**config.mk**
```make
export PLATFORM = sky130hd
export DESIGN_NAME = vwd_dist_pipe
export DESIGN_NICKNAME = d
export VERILOG_FILES = /design/src/hw/rtl/vwd_pkg.sv /design/src/hw/rtl/vwd_dist_pipe.sv
export SDC_FILE = /design/constraint.sdc
export NUM_CORES = 2
export LEC_CHECK = 0
export ABC_CLOCK_PERIOD_IN_PS = 8400
export BUFFER_PORTS_ARGS = -buffer_cell sky130_fd_sc_hd__buf_2
export CAP_MARGIN = 25
export CORE_UTILIZATION = 30
export CTS_CLUSTER_DIAMETER = 100
export CTS_CLUSTER_SIZE = 24
export DETAILED_ROUTE_END_ITERATION = 8
export GPL_TIMING_DRIVEN = 0
export PLACE_DENSITY = 0.43
export RECOVER_POWER = 25
export SKIP_LAST_GASP = 1
export SLEW_MARGIN = 20
export SYNTH_ARGS = -nofsm -noshare
export SYNTH_HDL_FRONTEND = slang
export SYNTH_SLANG_ARGS = --single-unit
```
**constraint.sdc**
```tcl
create_clock -name clk -period 8.4 [get_ports clk]
set_clock_uncertainty 0.15 [all_clocks]
set_input_delay 1.68 -clock clk [delete_from_list [all_inputs] [get_ports clk]]
set_output_delay 1.68 -clock clk [all_outputs]
set_load 0.02 [all_outputs]
```
**src/hw/rtl/vwd_pkg.sv**
```systemverilog
// shared types and constants for the vertex weld dedup table
// no dependencies; used by every module under hw/rtl
package vwd_pkg;

    localparam int NODE_CAPACITY = 4096;
    localparam int ADDR_W        = $clog2(NODE_CAPACITY);
    localparam int CNT_W         = $clog2(NODE_CAPACITY + 1);

    localparam int COORD_W = 24;
    localparam int DIFF_W  = COORD_W + 1;
    localparam int PROD_W  = 2 * DIFF_W;
    localparam int SQ_W    = 2 * COORD_W;
    localparam int SUM_W   = SQ_W + 2;
    localparam int TOL_W   = 52;

    typedef logic [ADDR_W-1:0] addr_t;
    typedef logic [CNT_W-1:0]  count_t;
    typedef logic [11:0]       node_index_t;
    typedef logic [12:0]       node_count_t;
    typedef logic [TOL_W-1:0]  tol_t;

    typedef struct packed {
        logic signed [COORD_W-1:0] coord_x;
        logic signed [COORD_W-1:0] coord_y;
        logic signed [COORD_W-1:0] coord_z;
    } vertex_t;

    typedef struct packed {
        node_index_t node_index;
        logic        was_new;
        logic        table_full;
        node_count_t node_count;
    } result_t;

    // compare stage output of the distance pipe
    typedef struct packed {
        logic  valid;
        logic  hit;
        addr_t tag;
    } dist_res_t;

endpackage

```
**src/hw/rtl/vwd_dist_pipe.sv**
```systemverilog
// three-stage squared distance pipe: difference, square, sum and compare
// depends on vwd_pkg
module vwd_dist_pipe (
    input  logic               clk,
    input  logic               rst_n,
    input  logic               flush,
    input  logic               in_valid,
    input  vwd_pkg::addr_t     in_tag,
    input  vwd_pkg::vertex_t   node,
    input  vwd_pkg::vertex_t   vertex,
    input  vwd_pkg::tol_t      tolerance_sq,
    output vwd_pkg::dist_res_t res,
    output logic               pipe_busy
);

    logic s1_valid_reg, s2_valid_reg, s3_valid_reg;
    logic s3_hit_reg;
    vwd_pkg::addr_t s1_tag_reg, s2_tag_reg, s3_tag_reg;

    logic signed [vwd_pkg::DIFF_W-1:0] dx_reg, dy_reg, dz_reg;
    logic signed [vwd_pkg::DIFF_W-1:0] dx_next, dy_next, dz_next;
    logic signed [vwd_pkg::PROD_W-1:0] px, py, pz;
    logic [vwd_pkg::SQ_W-1:0]          sqx_reg, sqy_reg, sqz_reg;
    logic [vwd_pkg::SUM_W-1:0]         sum;
    logic                              hit_next;

    always_comb
    begin
        dx_next = {node.coord_x[vwd_pkg::COORD_W-1], node.coord_x}
                - {vertex.coord_x[vwd_pkg::COORD_W-1], vertex.coord_x};
        dy_next = {node.coord_y[vwd_pkg::COORD_W-1], node.coord_y}
                - {vertex.coord_y[vwd_pkg::COORD_W-1], vertex.coord_y};
        dz_next = {node.coord_z[vwd_pkg::COORD_W-1], node.coord_z}
                - {vertex.coord_z[vwd_pkg::COORD_W-1], vertex.coord_z};
        px = dx_reg * dx_reg;
        py = dy_reg * dy_reg;
        pz = dz_reg * dz_reg;
        // each square is below 2^48, the sum below 2^50
        sum = {2'b00, sqx_reg} + {2'b00, sqy_reg} + {2'b00, sqz_reg};
        hit_next = ({{(vwd_pkg::TOL_W - vwd_pkg::SUM_W){1'b0}}, sum} < tolerance_sq);
    end

    always_ff @(posedge clk or negedge rst_n)
    begin
        if (!rst_n)
        begin
            s1_valid_reg <= 1'b0;
            s2_valid_reg <= 1'b0;
            s3_valid_reg <= 1'b0;
        end
        else if (flush)
        begin
            s1_valid_reg <= 1'b0;
            s2_valid_reg <= 1'b0;
            s3_valid_reg <= 1'b0;
        end
        else
        begin
            s1_valid_reg <= in_valid;
            s2_valid_reg <= s1_valid_reg;
            s3_valid_reg <= s2_valid_reg;
        end
    end

    always_ff @(posedge clk)
    begin
        dx_reg     <= dx_next;
        dy_reg     <= dy_next;
        dz_reg     <= dz_next;
        s1_tag_reg <= in_tag;
        sqx_reg    <= px[vwd_pkg::SQ_W-1:0];
        sqy_reg    <= py[vwd_pkg::SQ_W-1:0];
        sqz_reg    <= pz[vwd_pkg::SQ_W-1:0];
        s2_tag_reg <= s1_tag_reg;
        s3_hit_reg <= hit_next;
        s3_tag_reg <= s2_tag_reg;
    end

    assign res.valid = s3_valid_reg;
    assign res.hit   = s3_hit_reg;
    assign res.tag   = s3_tag_reg;
    assign pipe_busy = s1_valid_reg | s2_valid_reg | s3_valid_reg;

endmodule

```
==> out/qor.tcl <==
set qor(outcome) {finished clean}
set qor(pin_count) 227
set qor(ys_seq_elements) 256
set qor(grt_start_max_net_pins) 26
set qor(route.detailed.wl_per_inst_um) 19.9
set qor(initial_utilization) 0.303
set qor(post-route-period-util) 0.981
set qor(floorplan.die.height_um) 496
set qor(post_synth_instance_area_um2) 73100
set qor(detail_route.drc_violations) 0
set qor(post_route_cells_drive_above_1_share) 0.0691
set qor(layout_common_cells) {2202 x inv_1, 1818 x fa_1, 607 x ha_1}
set qor(min_period_ns) 8.24
set qor(rows) 180
set qor(postLayoutSetupSlackWorst_ns) 0.164
set qor(synth-xor-area-share) 0.0346
set qor(critPathKind) {flop to flop}
set qor(most_common_cell_after_layout_fill_and_taps_aside) {inv_1}
set qor(min-delay-path-class) {flop to flop}
set qor(ys_async_sr_fraction) 0.0117
set qor(r2r_start) {dx_reg[11]}
set qor(drt-total-wl_um) 221000
set qor(post_synth_inst_count) 7630
set qor(timing.max_cap.violations) 0
set qor(ys.warnings.count) 0
set qor(setup_repair_after_global_routing_missed_its_margin) {yes}
set qor(cts_tree) {yes}
set qor(timing.final.hold_violations) 0
set qor(grt.total_usage) 0.186
set qor(grt_antenna_before_repair) 24
set qor(placed_cells) 11000
set qor(h-tree-depth) 1
set qor(crit_path_end_kind) {flop}
set qor(design.die.area_um2) 246000
set qor(synth_area_leaders) {fa_1 50%, inv_1 11%, ha_1 10%}
set qor(post_layout_nonfiller_instances) 11100
set qor(first_pass_grt_wire_length_um) 344000
set qor(x_dimension_of_the_die_um) 496
set qor(worstMarginPinSlew_ns) 0.881
set qor(synth.top_cell.area_share) 0.500
set qor(critical_path.startpoint_type) {flop}
set qor(dp_hpwl_um) 192000
set qor(postSynth.topFlopCell) {dfxtp_1}
set qor(clockBufferDepth) 3
set qor(initialDrtViolationCount) 2560
set qor(finalNetCount) 10500
set qor(syn_avg_cell_area_um2) 9.58
set qor(worst_setup_hold_path_clk_slew_ns) 0.09
set qor(yosysUniqueCellTypes) 87
set qor(cp_max_fo) 10
set qor(synthDominantAreaCellType) {fa_1}
set qor(io_buffer_count) 226
set qor(main_combinational_cell_family_by_area_after_synthesis) {adder cells}
set qor(dp_worst_setup_slack_ns) -1.71
set qor(clock_latency_ns) 0.65
set qor(arrival_ns) 8.53
set qor(fmax_mhz) 121
set qor(cts-root-buf) {clkbuf_16}
set qor(final_max_slew_violation_count) 0
set qor(yosysSeqAreaShare) 0.0703
set qor(clock-sinks) 256
set qor(synth_compound_gate_area_share) 0.0659
set qor(vias_per_cell) 4.51
set qor(routabilityCongestion) 0.896
set qor(coreArea_um2) 241000
set qor(synthAdderAreaFrac) 0.603
set qor(num_vias) 50200
set qor(fin_setup_tns_ns) 0
set qor(first_pass_iters) 8
set qor(synth_enable_flop_cells) 0
set qor(global_route.overflow_total) 0
set qor(areaGrowthSynthToFinish_pct) 9.39
set qor(crit_required_ns) 8.69
set qor(worstSetupStartpoint) {dx_reg[11]}
set qor(cts_inserted_buffers) 22
set qor(yosys.area_share.simple) 0.102
set qor(detail-route-antenna-nets) 0
set qor(timing.max_slew.rel_slack) 0.407
set qor(synth.area.mux_share) 0.000822
set qor(min_from) {s1_tag_reg[7]}
set qor(setup-violations-final) 0
set qor(grt_pass1_vias) 56300
-- layer usage --
layer / up-vias / GRT usage / part of all wire
met1: 25900 / 0.261 / 0.46
met3: 180 / 0.0172 / 0.046
met4: 2 / 0.0315 / 0.024
met2: 1058 / 0.316 / 0.47
met5: - / 0 / 0.000059
li1: 23000 / - / -
-- critical path, stage by stage, from the launching register on --
cell and delay [ns]:
dfxtp_2 0.43, clkbuf_2 0.41, nand2_1 0.19, fa_1 0.52, inv_1 0.05, fa_1 0.51, inv_1 0.05, fa_1 0.47
fa_1 0.51, inv_1 0.06, fa_1 0.47, fa_1 0.52, inv_1 0.05, fa_1 0.55, inv_1 0.07, ha_1 0.40
and3_1 0.26, nand2_1 0.14, nor3_1 0.19, o211ai_1 0.22, a211oi_2 0.26, buf_4 0.17, nor3b_4 0.05, buf_12 0.16
o21ai_1 0.19, nand2_1 0.15, a21bo_2 0.24, a311oi_4 0.60
-- Yosys cell counts, drive strengths merged, types with 49 or more instances --
cell / number
a21o: 143
a21oi: 218
and2: 380
clkbuf: 180
dfxtp: 253
fa: 1824
ha: 607
inv: 2208
nand2: 601
nand2b: 57
nand3: 49
nor2: 206
nor2b: 85
nor3: 51
o21ai: 128
xnor2: 218
xor2: 71
-- area by class of cell --
class	instances	area, µm²
antenna	15	37.5
buffer	180	1030
clock buffer	24	568
clock inverter	16	214
fill	25300	161000
inverter	2208	8310
multi-input combinational	4982	59300
sequential	256	5230
tap	3185	3990
timing repair buffer	248	1320
-- cell families (layout without fill, tap and decap cells) --
| logic type | Yosys count | after routing |
|---|---|---|
| DFF | 256 | 256 |
| buffers and inverters | 2393 | 2676 |
| other | 2 | 18 |
| muxes | 6 | 6 |
| xor gates and xnor gates | 289 | 289 |
| adders and majority gates | 2431 | 2431 |
| AOI/OAI and AO/OA | 729 | 729 |
| and+or+nand+nor | 1524 | 1524 |
-- final timing paths --
check	to	slack, ns	cells after the start
setup / recovery	sqx_reg[46]	0.16	27
hold / removal	s2_tag_reg[7]	0.18	0
setup reg to reg	sqx_reg[46]	0.16	27
hold reg to reg	s2_tag_reg[7]	0.18	0
max in group asynchronous	s2_valid_reg	7.27	1
min in group asynchronous	s1_valid_reg	0.67	1
-- per-stage QoR --
step | hold slack (ns) | util | instance area (µm²)
after floorplan | 0.160 | - | 73100
after global placement | 0.160 | 0.324 | 78200
after detailed placement | 0.162 | 0.324 | 78300
after CTS | 0.180 | 0.329 | 79500
after global routing | 0.182 | 0.331 | 79900
final | 0.178 | 0.331 | 80000
-- what timing repair did --
action	in CTS	in global routing
pin swaps	2	6
gates resized for setup	204	188
cloned	0	0
hold buffers	0	0
buffers inserted	4	15
setup endpoints to repair	55	34
Power is left out: the tool's default activity adds up to more than one toggle a clock period on the data nets, which glitch-free logic cannot reach.
